### config.mk
export PLATFORM = sky130hd
export DESIGN_NAME = ggbl_queue
export DESIGN_NICKNAME = d
export VERILOG_FILES = /design/src/rtl/core/ggbl_pkg.sv /design/src/rtl/core/ggbl_queue.sv
export SDC_FILE = /design/constraint.sdc
export NUM_CORES = 1
export LEC_CHECK = 0
export BUFFER_PORTS_ARGS = -buffer_cell sky130_fd_sc_hd__buf_4
export CAP_MARGIN = 5
export CORE_ASPECT_RATIO = 1.25
export CORE_MARGIN = 4
export CORE_UTILIZATION = 25
export CTS_CLUSTER_SIZE = 16
export DETAILED_ROUTE_END_ITERATION = 12
export HOLD_SLACK_MARGIN = 0.12
export PLACE_DENSITY = 0.44
export REMOVE_ABC_BUFFERS = 1
export SLEW_MARGIN = 5
export SYNTH_ARGS = -nofsm -noshare
export SYNTH_HDL_FRONTEND = slang
export SYNTH_SLANG_ARGS = --single-unit
### constraint.sdc
create_clock -name clk -period 12.4 [get_ports clk]
set_input_delay 0.62 -clock clk [delete_from_list [all_inputs] [get_ports clk]]
set_output_delay 0.62 -clock clk [all_outputs]
set_load 0.005 [all_outputs]
### src/rtl/core/ggbl_pkg.sv
// Shared constants, codes and types of the geoid grid bilinear lookup.
`default_nettype none

package ggbl_pkg;

    // Grid geometry and interpolation precision
    localparam int unsigned GRID_ROWS = 721;
    localparam int unsigned GRID_COLS = 1441;
    localparam int unsigned FRAC_BITS = 8;
    localparam int unsigned GRID_SIZE = GRID_ROWS * GRID_COLS;
    localparam int unsigned ADDR_W    = $clog2(GRID_SIZE);

    // Field widths
    localparam int unsigned IDX_W  = 20;
    localparam int unsigned HGT_W  = 16;
    localparam int unsigned LAT_W  = 19;
    localparam int unsigned LON_W  = 20;
    localparam int unsigned STAT_W = 2;
    localparam int unsigned OUT_W  = 32;

    // Coordinates in 1/1024 degree; one grid cell spans 256 units
    localparam int unsigned LAT_LIMIT  = 90 * 1024;
    localparam int unsigned LON_LIMIT  = 180 * 1024;
    localparam int unsigned LON_WRAP   = 360 * 1024;
    localparam int unsigned CELL_SHIFT = 8;
    localparam int unsigned ROW_OFS_W  = 18;
    localparam int unsigned COL_OFS_W  = 19;
    localparam int unsigned ROW_W      = ROW_OFS_W - CELL_SHIFT;
    localparam int unsigned COL_W      = COL_OFS_W - CELL_SHIFT;

    // Job queue between front and back
    localparam int unsigned QUEUE_DEPTH = 4;
    localparam int unsigned QPTR_W      = $clog2(QUEUE_DEPTH);

    typedef enum logic [STAT_W-1:0] {
        STAT_OK        = 2'd0,
        STAT_LAT_RANGE = 2'd1,
        STAT_LON_RANGE = 2'd2
    } status_t;

    typedef enum logic [1:0] {
        KIND_WRITE,
        KIND_ERROR,
        KIND_QUERY
    } kind_t;

    typedef enum logic {
        BK_DISPATCH,
        BK_READ
    } back_state_t;

    // One classified job; a write carries its address in addr0
    typedef struct packed {
        kind_t                 kind;
        status_t               status;
        logic [ADDR_W-1:0]     addr0;
        logic [ADDR_W-1:0]     addr1;
        logic [ADDR_W-1:0]     addr2;
        logic [ADDR_W-1:0]     addr3;
        logic [HGT_W-1:0]      wdata;
        logic [FRAC_BITS-1:0]  fr_r;
        logic [FRAC_BITS-1:0]  fr_c;
    } job_t;

endpackage

`default_nettype wire

### src/rtl/core/ggbl_queue.sv
// Short job queue that decouples the front end from the back end.
`default_nettype none

module ggbl_queue (
    input  wire logic              clk,
    input  wire logic              rst_n,
    input  wire logic              push_valid,
    output logic                   push_ready,
    input  wire ggbl_pkg::job_t    push_job,
    output logic                   pop_valid,
    input  wire logic              pop_ready,
    output ggbl_pkg::job_t         pop_job
);

    ggbl_pkg::job_t                 slot_reg [ggbl_pkg::QUEUE_DEPTH];
    logic [ggbl_pkg::QPTR_W-1:0]    wr_ptr_reg, wr_ptr_next;
    logic [ggbl_pkg::QPTR_W-1:0]    rd_ptr_reg, rd_ptr_next;
    logic [ggbl_pkg::QPTR_W:0]      count_reg, count_next;
    logic                           do_push, do_pop;

    assign push_ready = (32'(count_reg) != ggbl_pkg::QUEUE_DEPTH);
    assign pop_valid  = (count_reg != '0);
    assign pop_job    = slot_reg[rd_ptr_reg];
    assign do_push    = push_valid && push_ready;
    assign do_pop     = pop_valid && pop_ready;

    // Advance pointers and occupancy
    always_comb
    begin
        wr_ptr_next = do_push ? wr_ptr_reg + 1'b1 : wr_ptr_reg;
        rd_ptr_next = do_pop ? rd_ptr_reg + 1'b1 : rd_ptr_reg;
        count_next  = count_reg;
        if (do_push && !do_pop)
            count_next = count_reg + 1'b1;
        else if (do_pop && !do_push)
            count_next = count_reg - 1'b1;
    end

    always_ff @(posedge clk or negedge rst_n)
    begin
        if (!rst_n)
        begin
            wr_ptr_reg <= '0;
            rd_ptr_reg <= '0;
            count_reg  <= '0;
        end
        else
        begin
            wr_ptr_reg <= wr_ptr_next;
            rd_ptr_reg <= rd_ptr_next;
            count_reg  <= count_next;
        end
    end

    // Store the pushed job
    always_ff @(posedge clk)
    begin
        if (do_push)
            slot_reg[wr_ptr_reg] <= push_job;
    end

endmodule

`default_nettype wire

# Word-level counts from Yosys, hierarchy flattened
# Memories as Yosys holds them, arrays and structs flattened.
# Cells that the tools add are included.
# word_totals
register_bits,7
ramBits,464
wordCells,21
memories,1
# mem_list
memory,depth,width,rd,rd_clocked_by_memory_dff,write_ports,line_no,text
slot_reg,4,116,1,0,1,ggbl_queue.sv:15,ggbl_pkg::job_t slot_reg [ggbl_pkg::QUEUE_DEPTH];
# op_classes
add_sub_neg,4
n_eq_ne,1
muxes,4
reduce_logical,8
# ops
operator,n
two-way mux 3 bit,2
adder 2 x 1 -> 2 bit (second input constant),2
logical AND 1 bit,4
adder 3 x 1 -> 3 bit (second input constant),1
!= test 3 bit (second input constant),1
nonzero test 3 bit,1
subtractor 3 x 1 -> 3 bit (second input constant),1
logical NOT 1 bit,2
two-way mux 1 bit,2
nonzero test 2 bit,1

# Logic depth before layout (Yosys ltp)
# logic_depth
ltp_word,6
ltp_mapped,8

# Worst setup path before layout
# OpenSTA, ideal clock, no wires.
# synth_path
path_kind,in2reg
startpoint,in push_valid
endpoint,"mem slot_reg[0][0] (netlist bit), enable pin"
setup_ps,489
arrival_ps,3598
t_required_ps,11911
path_slack_ps,8314
stages,2
n_path_buf,0
cell_sequence,a21boi_2 and2_1
# synth_via
elab_chain_cells,3
# synth_rtl
item,line_no,text
start: declaration,ggbl_queue.sv:7,"input wire logic push_valid,"
logical AND 1 bit,ggbl_queue.sv:24,assign do_push = push_valid && push_ready;
two-way mux 1 bit,ggbl_queue.sv:58,if (do_push)
two-way mux 1 bit (implied by the code),ggbl_queue.sv:59,slot_reg[wr_ptr_reg] <= push_job;
end: declaration,ggbl_queue.sv:15,
# No other way between the ends.

==> flow_summary_export.csv <==
group,metric,value,unit
run_status,run_status,"finished, final reports clean",
cts,cts_htree_levels,2,
floorplan,die_w,241.9,um
timing,finalCritPeriodShare,32.55,%
cts,clockBufferDepth,3,
route,drt-initial-drc-count,385,
route,vias,7555,
min_path,hold_start,"push_job[114]",
global_routing,grtUsageTotal,10.38,%
cts,cts_buffers,50,
layout,drive_gt1_share,46.19,%
cts,insertion_delay,0.57,ns
cts,cts-root-buf,"clkbuf_16",
global_routing,grt_max_degree,47,
job,max_cap_violations,0,
layout,nets,1043,
timing,setup_viol,0,
floorplan,core,0.06737,mm^2
placed_design,gp_congestion,0.6748,
synthesis,avgSynthCellArea,26.68,um^2
synthesis,postSynthCellCount,641,
route,dr.pass1.iters,6,
floorplan,pin_count,238,
pwr,peakVddDrop,103.1,uV
route,drc,0,
global_routing,grt_pass1_wl,56550,um
worst_setup_path,worstPathArrival,3.42,ns
layout,fillCellCount,6445,
worst_setup_path,startpoint_type,"flip-flop",
floorplan,row_count,106,
timing,rsz0062_at_grt,"no",
floorplan,die-area,0.07268,mm^2
timing,fin_crit,4.036,ns
layout,area.growth.synth_to_final,25.59,%
timing,finClkSkew,0.01205,ns
layout,largest_reg_flops,464,
synthesis,synth_warnings,0,
cts,cts_tree,"yes",
min_path,hp-class,"in2reg",
timing,relSlewSlack,29.02,%
timing,fmax,247.8,MHz
cts,clock_sinks,471,
global_routing,antenna_found_initial,2,
worst_setup_path,startpoint,"rd_ptr_reg[0]$_DFFE_PN0P_",
layout,fin_util,31.88,%
timing,tns,0,ns
worst_setup_path,end_kind,"output port",
synthesis,ys_types,20,
worst_setup_path,critPathKind,"reg2out",
worst_setup_path,cp_data_required_time,11.78,ns
timing,final_hold_viol_count,0,
synthesis,syn_area,0.01710,mm^2
global_routing,grt_overflow,0,
cts,clk_pin_slew,0.06,ns
cts,cts.repair.resized,0,
synthesis,ys_ff_latch,471,
synthesis,yosysSeqAreaShare,82.50,%
route,route.antenna.remaining_nets,0,
pwr,leakagePower,7.135,nW
worst_setup_path,worst-path-max-fanout,44,
route,wirelength,38410,um
timing,drv_slew,0,
worst_setup_path,r2r-start,"count_reg[1]$_DFFE_PN0P_",
pwr,power.density,236.8,mW/mm^2
route,routedWlPerCell,21.09,um
placed_design,dp_hpwl,22540,um
global_routing,grt_pass1_vias,8339,
timing,tightest_slew,1.065,ns
floorplan,die_y,300.4,um
floorplan,start_util,25.38,%
route,vias_per_cell,4.149,
placed_design,portBuffers,237,
layout,num_antenna_cells,0,
## metal layers
metal / part of all wire, % / global-route usage [%] / up-vias
li1: - / - / 3328
met1: 41 / 12.70 / 3961
met2: 49 / 17.49 / 195
met3: 6.6 / 3.411 / 67
met4: 2.7 / 3.360 / 4
met5: 0.060 / 0 / -
## critical path, stage by stage, from the launching register on
cell	delay, ns
dfrtp_4	1.13
buf_4	0.86
mux4_2	0.63
buf_4	0.16
## area by class of cell
class                      count  area (um^2)  area share [%]
clock buffer                  61         1314           6.117
clock inverter                31        234.0           1.089
inverter                       3        11.26         0.05243
multi-input combinational    141         2843           13.24
sequential                   471        14120           65.72
tap                          864         1081           5.033
timing repair buffer         250         1879           8.750
## timing repair
item / 4_1_cts / 5_1_grt
hold buffers: 1 / 0
setup buffers: 0 / 0
endpoints found under the hold margin: 7 / 0
## synth_stat cells
library cell	number	area, um^2
a21boi_2	1	11.26
and2_1	4	25.02
buf_1	1	3.750
buf_2	14	70.07
buf_4	1	7.510
buf_6	4	45.04
clkbuf_1	6	22.52
dfrtp_1	7	175.2
edfxtp_1	464	13930
fa_1	1	20.02
ha_1	5	62.56
inv_1	3	11.26
mux2_2	2	22.52
mux4_2	116	2613
nand2_1	2	7.510
nand3_1	1	5.000
nor2_1	2	7.510
or3_1	1	6.260
xnor2_1	4	35.03
xor2_1	2	17.52
## per-stage QoR
step	setup slack, ns	instance area [um^2]	instances	hold WS, ns	total power [W]
2_1_floorplan	6.596	16950	615	0.3244	0.003105
3_3_place_gp	8.735	19920	1728	0.4507	0.003795
3_5_place_dp	8.756	19920	1728	0.4494	0.003799
4_1_cts	8.109	21480	1821	0.1824	0.005249
5_1_grt	7.992	21480	1821	0.2035	0.005382
6_report	8.364	21480	1821	0.2491	0.005086
## kinds of logic after synthesis
group / count (synthesis) / synth area share, %
fa+ha+maj: 6 / 0.4829
flops: 471 / 82.50
simple gates: 10 / 0.3000
compound gates: 1 / 0.06584
mux: 118 / 15.41
xor+xnor: 6 / 0.3073
buf+inv: 29 / 0.9365
## report_power, final
| part | total, W | switching (W) | leakage (nW) | internal, W |
|---|---|---|---|---|
| logic | 0.00143 | 0.000677 | 2.06 | 0.000755 |
| clock network | 0.00141 | 0.000597 | 0.745 | 0.000814 |
| registers | 0.00224 | 0.000137 | 4.33 | 0.00211 |
| total | 0.00509 | 0.00141 | 7.14 | 0.00367 |
## final timing paths
path | cells after the start | to | slack, ns
setup / recovery | 3 | pop_job[18] | 8.36
hold / removal | 1 | slot_reg[1][114]$_DFFE_PP_ | 0.25
setup reg to reg | 5 | slot_reg[2][78]$_DFFE_PP_ | 9.11
hold reg to reg | 1 | count_reg[2]$_DFFE_PN0P_ | 0.55
max in group asynchronous | 2 | rd_ptr_reg[0]$_DFFE_PN0P_ | 11.82
min in group asynchronous | 2 | rd_ptr_reg[1]$_DFFE_PN0P_ | 0.43
## layout by cell type, fill, tap and decap left out, types with 5 or more instances in the layout
cell type and n:
clkinv_2 7, clkbuf_1 10, edfxtp_1 464, mux4_2 116
buf_4 249, clkbuf_16 51, clkinv_1 14, ha_1 5
dfrtp_1 5
Note: power is estimated with default switching activity, not from simulation.
