**src/rtl/core/ggbl_pkg.sv**
```systemverilog
// Shared constants, codes and types of the geoid grid bilinear lookup.
`default_nettype none

package ggbl_pkg;

    // Grid geometry and interpolation precision
    localparam int unsigned GRID_ROWS = 721;
    localparam int unsigned GRID_COLS = 1441;
    localparam int unsigned FRAC_BITS = 8;
    localparam int unsigned GRID_SIZE = GRID_ROWS * GRID_COLS;
    localparam int unsigned ADDR_W    = $clog2(GRID_SIZE);

    // Field widths
    localparam int unsigned IDX_W  = 20;
    localparam int unsigned HGT_W  = 16;
    localparam int unsigned LAT_W  = 19;
    localparam int unsigned LON_W  = 20;
    localparam int unsigned STAT_W = 2;
    localparam int unsigned OUT_W  = 32;

    // Coordinates in 1/1024 degree; one grid cell spans 256 units
    localparam int unsigned LAT_LIMIT  = 90 * 1024;
    localparam int unsigned LON_LIMIT  = 180 * 1024;
    localparam int unsigned LON_WRAP   = 360 * 1024;
    localparam int unsigned CELL_SHIFT = 8;
    localparam int unsigned ROW_OFS_W  = 18;
    localparam int unsigned COL_OFS_W  = 19;
    localparam int unsigned ROW_W      = ROW_OFS_W - CELL_SHIFT;
    localparam int unsigned COL_W      = COL_OFS_W - CELL_SHIFT;

    // Job queue between front and back
    localparam int unsigned QUEUE_DEPTH = 4;
    localparam int unsigned QPTR_W      = $clog2(QUEUE_DEPTH);

    typedef enum logic [STAT_W-1:0] {
        STAT_OK        = 2'd0,
        STAT_LAT_RANGE = 2'd1,
        STAT_LON_RANGE = 2'd2
    } status_t;

    typedef enum logic [1:0] {
        KIND_WRITE,
        KIND_ERROR,
        KIND_QUERY
    } kind_t;

    typedef enum logic {
        BK_DISPATCH,
        BK_READ
    } back_state_t;

    // One classified job; a write carries its address in addr0
    typedef struct packed {
        kind_t                 kind;
        status_t               status;
        logic [ADDR_W-1:0]     addr0;
        logic [ADDR_W-1:0]     addr1;
        logic [ADDR_W-1:0]     addr2;
        logic [ADDR_W-1:0]     addr3;
        logic [HGT_W-1:0]      wdata;
        logic [FRAC_BITS-1:0]  fr_r;
        logic [FRAC_BITS-1:0]  fr_c;
    } job_t;

endpackage

`default_nettype wire

```
**src/rtl/core/ggbl_front.sv**
```systemverilog
// Front end: accepts beats, range checks, splits coordinates into cells and addresses.
`default_nettype none

module ggbl_front (
    input  wire logic                                 clk,
    input  wire logic                                 rst_n,
    input  wire logic                                 in_valid,
    output logic                                      in_ready,
    input  wire logic                                 operation,
    input  wire logic [ggbl_pkg::IDX_W-1:0]           grid_index,
    input  wire logic [ggbl_pkg::HGT_W-1:0]           grid_value,
    input  wire logic signed [ggbl_pkg::LAT_W-1:0]    latitude,
    input  wire logic signed [ggbl_pkg::LON_W-1:0]    longitude,
    output logic                                      push_valid,
    input  wire logic                                 push_ready,
    output ggbl_pkg::job_t                            push_job
);

    localparam int unsigned FR_UP = (ggbl_pkg::FRAC_BITS >= 8) ? ggbl_pkg::FRAC_BITS - 8 : 0;
    localparam int unsigned FR_DN = (ggbl_pkg::FRAC_BITS < 8) ? 8 - ggbl_pkg::FRAC_BITS : 0;
    localparam logic signed [ggbl_pkg::LAT_W:0] LAT_MAX =
        (ggbl_pkg::LAT_W + 1)'(ggbl_pkg::LAT_LIMIT);
    localparam logic signed [ggbl_pkg::LON_W:0] LON_MAX =
        (ggbl_pkg::LON_W + 1)'(ggbl_pkg::LON_LIMIT);
    localparam logic signed [ggbl_pkg::LON_W:0] LON_WRAP_V =
        (ggbl_pkg::LON_W + 1)'(ggbl_pkg::LON_WRAP);

    typedef struct packed {
        ggbl_pkg::kind_t                      kind;
        ggbl_pkg::status_t                    status;
        logic [ggbl_pkg::ROW_W-1:0]           r0;
        logic [ggbl_pkg::ROW_W-1:0]           r1;
        logic [ggbl_pkg::COL_W-1:0]           c0;
        logic [ggbl_pkg::COL_W-1:0]           c1;
        logic [ggbl_pkg::FRAC_BITS-1:0]       fr_r;
        logic [ggbl_pkg::FRAC_BITS-1:0]       fr_c;
        logic [ggbl_pkg::ADDR_W-1:0]          waddr;
        logic [ggbl_pkg::HGT_W-1:0]           wdata;
    } cell_t;

    logic                               s1_valid_reg, s1_valid_next;
    cell_t                              s1_reg, s1_next;
    logic                               s2_valid_reg, s2_valid_next;
    ggbl_pkg::job_t                     s2_reg, s2_next;
    logic                               s1_ready, s2_ready, keep;
    logic signed [ggbl_pkg::LAT_W:0]    lat_x, row_ofs;
    logic signed [ggbl_pkg::LON_W:0]    lon_x, lon_ofs;
    logic [ggbl_pkg::ROW_W-1:0]         row_raw;
    logic [ggbl_pkg::COL_W-1:0]         col_raw;

    // Stage handshake: a stage loads when empty or when its content moves on
    assign s2_ready   = !s2_valid_reg || push_ready;
    assign s1_ready   = !s1_valid_reg || s2_ready;
    assign in_ready   = s1_ready;
    assign push_valid = s2_valid_reg;
    assign push_job   = s2_reg;

    // Classify the beat and split the coordinates into cells and fractions
    always_comb
    begin
        lat_x   = (ggbl_pkg::LAT_W + 1)'(latitude);
        lon_x   = (ggbl_pkg::LON_W + 1)'(longitude);
        row_ofs = LAT_MAX - lat_x;
        lon_ofs = (lon_x < 0) ? lon_x + LON_WRAP_V : lon_x;
        row_raw = row_ofs[ggbl_pkg::ROW_OFS_W-1:ggbl_pkg::CELL_SHIFT];
        col_raw = lon_ofs[ggbl_pkg::COL_OFS_W-1:ggbl_pkg::CELL_SHIFT];

        s1_next        = '0;
        s1_next.waddr  = ggbl_pkg::ADDR_W'(grid_index);
        s1_next.wdata  = grid_value;
        keep           = 1'b1;

        if (!operation)
        begin
            s1_next.kind = ggbl_pkg::KIND_WRITE;
            keep         = (32'(grid_index) < ggbl_pkg::GRID_SIZE);
        end
        else if (lat_x > LAT_MAX || lat_x < -LAT_MAX)
        begin
            s1_next.kind   = ggbl_pkg::KIND_ERROR;
            s1_next.status = ggbl_pkg::STAT_LAT_RANGE;
        end
        else if (lon_x > LON_MAX || lon_x < -LON_MAX)
        begin
            s1_next.kind   = ggbl_pkg::KIND_ERROR;
            s1_next.status = ggbl_pkg::STAT_LON_RANGE;
        end
        else
        begin
            s1_next.kind   = ggbl_pkg::KIND_QUERY;
            s1_next.status = ggbl_pkg::STAT_OK;
        end

        // Clamp rows and columns at the grid edge
        s1_next.r0 = (32'(row_raw) > ggbl_pkg::GRID_ROWS - 1) ?
                     ggbl_pkg::ROW_W'(ggbl_pkg::GRID_ROWS - 1) : row_raw;
        s1_next.r1 = (32'(s1_next.r0) == ggbl_pkg::GRID_ROWS - 1) ?
                     s1_next.r0 : s1_next.r0 + 1'b1;
        s1_next.c0 = (32'(col_raw) > ggbl_pkg::GRID_COLS - 1) ?
                     ggbl_pkg::COL_W'(ggbl_pkg::GRID_COLS - 1) : col_raw;
        s1_next.c1 = (32'(s1_next.c0) == ggbl_pkg::GRID_COLS - 1) ?
                     s1_next.c0 : s1_next.c0 + 1'b1;
        s1_next.fr_r = (s1_next.r0 == s1_next.r1) ? '0 :
            ggbl_pkg::FRAC_BITS'((24'(row_ofs[ggbl_pkg::CELL_SHIFT-1:0]) << FR_UP) >> FR_DN);
        s1_next.fr_c = (s1_next.c0 == s1_next.c1) ? '0 :
            ggbl_pkg::FRAC_BITS'((24'(lon_ofs[ggbl_pkg::CELL_SHIFT-1:0]) << FR_UP) >> FR_DN);
    end

    // Form the four corner addresses; a write passes its address in addr0
    always_comb
    begin
        s2_next       = '0;
        s2_next.kind  = s1_reg.kind;
        s2_next.status = s1_reg.status;
        s2_next.wdata = s1_reg.wdata;
        s2_next.fr_r  = s1_reg.fr_r;
        s2_next.fr_c  = s1_reg.fr_c;
        s2_next.addr1 = ggbl_pkg::ADDR_W'(32'(s1_reg.r1) * ggbl_pkg::GRID_COLS + 32'(s1_reg.c0));
        s2_next.addr2 = ggbl_pkg::ADDR_W'(32'(s1_reg.r0) * ggbl_pkg::GRID_COLS + 32'(s1_reg.c1));
        s2_next.addr3 = ggbl_pkg::ADDR_W'(32'(s1_reg.r1) * ggbl_pkg::GRID_COLS + 32'(s1_reg.c1));
        if (s1_reg.kind == ggbl_pkg::KIND_WRITE)
            s2_next.addr0 = s1_reg.waddr;
        else
            s2_next.addr0 = ggbl_pkg::ADDR_W'(32'(s1_reg.r0) * ggbl_pkg::GRID_COLS
                                              + 32'(s1_reg.c0));
    end

    // Advance valid flags; drop writes beyond the grid
    always_comb
    begin
        s1_valid_next = s1_ready ? (in_valid && keep) : s1_valid_reg;
        s2_valid_next = s2_ready ? s1_valid_reg : s2_valid_reg;
    end

    always_ff @(posedge clk or negedge rst_n)
    begin
        if (!rst_n)
        begin
            s1_valid_reg <= 1'b0;
            s2_valid_reg <= 1'b0;
        end
        else
        begin
            s1_valid_reg <= s1_valid_next;
            s2_valid_reg <= s2_valid_next;
        end
    end

    // Hold payloads while stalled
    always_ff @(posedge clk)
    begin
        if (s1_ready)
            s1_reg <= s1_next;
        if (s2_ready)
            s2_reg <= s2_next;
    end

endmodule

`default_nettype wire

```
**config.mk**
```make
export PLATFORM = sky130hd
export DESIGN_NAME = ggbl_front
export DESIGN_NICKNAME = d
export VERILOG_FILES = /design/src/rtl/core/ggbl_pkg.sv /design/src/rtl/core/ggbl_front.sv
export SDC_FILE = /design/constraint.sdc
export NUM_CORES = 1
export LEC_CHECK = 0
export CAP_MARGIN = 25
export CORE_MARGIN = 2
export CORE_UTILIZATION = 25
export CTS_CLUSTER_DIAMETER = 40
export DETAILED_ROUTE_END_ITERATION = 8
export DONT_BUFFER_PORTS = 1
export GPL_ROUTABILITY_DRIVEN = 0
export PLACE_DENSITY = 0.44
export SYNTH_ARGS = -nofsm -noshare
export SYNTH_HDL_FRONTEND = slang
export SYNTH_SLANG_ARGS = --single-unit
```
**constraint.sdc**
```tcl
create_clock -name clk -period 9.95 [get_ports clk]
set_input_delay 1.99 -clock clk [delete_from_list [all_inputs] [get_ports clk]]
set_output_delay 1.99 -clock clk [all_outputs]
set_load 0.02 [all_outputs]
```
# Word-level counts from Yosys, hierarchy flattened
# Index checks and enable logic that the tools add are counted.
[op_classes]
magnitude_cmp = 8
bitwise = 1
n_mux = 9
n_mul = 2
n_addsub = 8
reduce_logical = 9
n_eq_ne = 4
[op_table]
columns = ["cell", "count"]
rows = [
  ["20-bit by 11-bit adder with 20-bit output", 4],
  ["10-bit by 11-bit multiplier with 20-bit output (second input constant)", 2],
  ["11-bit two-way mux", 2],
  ["20-bit by 19-bit > comparator with 1-bit output (second input constant)", 1],
  ["20-bit by 1-bit less-than comparator with 1-bit output (second input constant)", 1],
  ["20-bit by 19-bit less-than comparator with 1-bit output (second input constant)", 1],
  ["20-bit less-than comparator (second input constant)", 1],
  ["10-bit two-way mux", 2],
  ["20-bit two-way mux", 1],
  ["19-bit adder (second input constant)", 1],
  ["19-bit by 18-bit > comparator with 1-bit output (second input constant)", 1],
  ["19-bit by 18-bit less-than comparator with 1-bit output (second input constant)", 1],
  ["19-bit two-way mux", 1],
  ["18-bit subtractor (first input constant)", 1],
  ["11-bit by 1-bit adder with 11-bit output (second input constant)", 1],
  ["11-bit == test", 1],
  ["11-bit == test (second input constant)", 1],
  ["11-bit > comparator (second input constant)", 1],
  ["10-bit by 1-bit adder with 10-bit output (second input constant)", 1],
  ["10-bit == test", 1],
  ["10-bit == test (second input constant)", 1],
  ["10-bit > comparator (second input constant)", 1],
  ["1-bit logical OR", 4],
  ["4-bit two-way mux", 1],
  ["other kinds (7)", 8],
]
[word_totals]
out_inout_bits = 118
register_bits = 216
wordCells = 64
in_bits = 80

# Logic depth before layout (Yosys ltp)
[logic_depth]
word_depth = 7
ltp_mapped = 17
ltp_nobuf = 17

# Worst setup path after synthesis
# Ideal clock, no wire load.
[synth_path]
path_kind = "input to output"
from = "input port push_ready"
to = "output port in_ready"
required_time_ns = 7.960
slack_ns = 3.559
path_stages = 1
path_buffers = 0
arrival_time_ns = 4.401
cell_sequence = "nand3b_1"
[synth_via]
elab_chain_len = 2
[synth_lines]
columns = ["item", "line_no", "rtl"]
rows = [
  ["start, declared", "ggbl_front.sv:15", "input wire logic push_ready,"],
  ["1-bit logical OR", "ggbl_front.sv:52", "assign s2_ready = !s2_valid_reg || push_ready;"],
  ["1-bit logical OR", "ggbl_front.sv:53", "assign s1_ready = !s1_valid_reg || s2_ready;"],
  ["end, declared", "ggbl_front.sv:8", "output logic in_ready,"],
]
# No other way between the ends.

==> metrics.md <==
| Metric | Value |
|---|---|
| RSZ-0062 raised after global routing | no |
| Max reg flops | 116 |
| Number of inserted diodes | 0 |
| Syn nets | 1482 |
| Crit-path cells | ha_1, ha_1, fa_1, inv_1, fa_1, inv_1, fa_1, ha_1, o21a_1, a2111oi_2, o31ai_1, o41ai_1, xor2_1, nor4b_1, xor2_1, o21ai_1 |
| Clock Latency Late Sink | 0.56 ns |
| Worst Setup End Kind | flop |
| Inserted Clock Buffers | 42 |
| Critical path class | flop to flop |
| First-pass GRT wire length | 54500 µm |
| Post_cts resized | 0 |
| Layout Cells excl Fill | 2009 |
| Worst slew pin tran | 1.02 ns |
| Total clock sinks | 216 |
| Outcome | completed |
| TritonCTS clock tree | done |
| Post-DP HPWL | 28300 µm |
| Setup_tns | 0 ns |
| Max incr delay on CP | 0.53 ns |
| Number of setup buffers added after CTS | 0 |
| Initial Utilization | 25.3% |
| Total of max-cap violations | 0 |
| Placed Cells | 1934 |
| Mux contribution to synthesized area | 0.161% |
| Main combinational cell family by area after synthesis | adder cells |
| Rows | 86 |
| Fin nets | 1512 |
| DR WL/cell | 17.8 µm |
| Required @ worst endpoint | 10.23 ns |
| Clock Pin Slew Worst Setup and Hold Paths | 0.05 ns |
| Die W | 240 µm |
| Main synth FF type | edfxtp_1 |
| Tot GR Track Use | 12.5% |
| H-Tree Level Count | 2 |
| Total Routed Length | 35800 µm |
| Post-synthesis adder-cell area fraction | 19.8% |
| DR vias/cell | 4.45 |
| Buf+Inv Stages, Crit Path | 2 |
| Drt first pass iters | 5 |
| Worst Path Arrival | 5.63 ns |
| CTS root buffer | clkbuf_16 |
| Vias | 8949 |
| Core Util, Final | 29.6% |
| Slew Limit Fails | 0 |
| XOR/XNOR share of the synthesized area | 7.91% |
| Cell family with most CP delay | adder cells |
| Syn_area_per_cell | 11.6 µm² |
| Final Critical Period | 5.34 ns |
| Worst path slowest cell | fa_1 |
| Hold Buf Count CTS | 0 |
| Sequential area share after synthesis | 46.4% |
| CTS max path bufs | 3 |
| Design area | 16300 µm² |
| Worst setup SP type | flop |
| #FFs+latches synth | 216 |
| Worst Path Max Fanout | 6 |
| Vias in the first global route | 9263 |
| I/O Buffers | 0 |
| DRC | 0 |
| Detail Route Antenna Nets | 0 |
| Area Growth Syn to Fin | 16.7% |
| Asr flop ratio synth | 0.926% |
| Number of synthesized flops with an enable pin | 214 |
| Number of setup violations in the final report | 0 |
| Gate Count Post-Synth | 1201 |
| Post-Synth Simple-Gate Area | 12.0% |
| Final period util | 53.7% |
| DP Area | 14800 µm² |
| Antenna violations before repair | 1 |
| Number of distinct library cells after synthesis | 82 |
| YS warnings | 0 |
| Syn Std Cell Area | 13900 µm² |
| Min-Delay Path Class | flop to flop |
| Largest net degree at the start of global routing | 101 |
| Grt ovf | 0 |
| Core area | 55100 µm² |
| Die area | 57700 µm² |
| Synth Area in Compound Gates | 10.3% |
| DRT iter0 DRCs | 379 |
| IO Count | 198 |
| Share of layout cells above drive strength 1 | 8.25% |
| Post-Route Skew | 0.0201 ns |
| Final hold violations | 0 |
| Max Freq | 187 MHz |
| Die Span Y | 240 µm |
| Slew margin rel. | 31.1% |
-- logic make-up after synthesis --
family | Yosys count
compound gates | 216
xor+xnor | 123
fa+ha+maj | 201
buf+inv | 125
flops | 216
mux | 2
simple gates | 318
-- cell type report --
cell class,instances,area [µm²]
repair buffers,5,62.6
clock inverters,26,340
inverters,106,398
multi-input cells,860,6990
fillers,5698,38800
flip-flops and latches,216,6480
well taps,748,936
clock buffers,48,1070
-- routing by layer --
metal | track usage (%) | wire length (µm)
met5 | 0 | 0
met1 | 15.4 | 16000
met2 | 20.1 | 16200
met4 | 5.19 | 1320
met3 | 3.96 | 2190
-- stage by stage --
stage | worst slack, ns | hold slack, ns
after detailed placement | 4.52 | 0.405
final | 4.61 | 0.415
after floorplan | 3.56 | 0.400
after global placement | 4.56 | 0.401
after CTS | 4.55 | 0.416
after global routing | 4.20 | 0.420
-- layout by cell type, fill, tap and decap left out, types with 14 or more instances in the layout --
master / synthesis / final
nand3_1: 24 / 24
nor2b_1: 19 / 19
clkbuf_16: 0 / 42
a21oi_1: 50 / 50
ha_1: 169 / 169
a21o_1: 14 / 14
o21ai_0: 49 / 49
nor3_1: 21 / 21
inv_1: 103 / 103
edfxtp_1: 214 / 214
nand2_1: 91 / 91
nor2_1: 57 / 56
xor2_1: 40 / 40
fa_1: 32 / 32
xnor2_1: 81 / 81
o21a_1: 14 / 14
and2_1: 17 / 17
-- final timing paths --
check                                start       endpoint  slack [ns]  depth (start not counted)
worst min register to register  s1_reg[49]   push_job[13]        0.41                          0
worst max register to register  s1_reg[86]  push_job[111]        4.61                         16
worst min-delay path            s1_reg[49]   push_job[13]        0.41                          0
max in group asynchronous            rst_n     push_valid        8.74                          0
worst max-delay path            s1_reg[86]  push_job[111]        4.61                         16
min in group asynchronous            rst_n   s1_valid_reg        1.14                          0
-- Yosys cell counts (all sizes together) (3+ instances only) --
cell / instances / area, µm²
edfxtp: 214 / 6430
ha: 169 / 2110
inv: 106 / 398
nand2: 91 / 342
xnor2: 83 / 753
o21ai: 61 / 309
nor2: 58 / 220
a21oi: 50 / 250
xor2: 40 / 350
fa: 32 / 641
nand3: 24 / 120
nor3: 23 / 125
and2: 20 / 130
nor2b: 19 / 119
a21o: 14 / 105
o21a: 14 / 105
clkbuf: 13 / 48.8
nor4: 13 / 93.8
a211oi: 11 / 92.6
a31oi: 10 / 62.6
and3: 9 / 56.3
nand2b: 8 / 50.1
o21bai: 8 / 60.1
or3: 8 / 50.1
nand3b: 7 / 52.6
o211ai: 7 / 57.6
buf: 6 / 41.3
nor3b: 6 / 45.0
and3b: 5 / 43.8
nand4: 5 / 31.3
or2: 5 / 31.3
a41oi: 4 / 35.0
o31ai: 4 / 30.0
o41ai: 4 / 35.0
or4: 4 / 33.8
a211o: 3 / 26.3
a31o: 3 / 26.3
and4b: 3 / 30.0
nor4b: 3 / 32.5
o2111ai: 3 / 26.3
o311ai: 3 / 33.8
or3b: 3 / 26.3
Power is left out: the tool's default activity adds up to more than one toggle a clock period on the data nets, which glitch-free logic cannot reach.
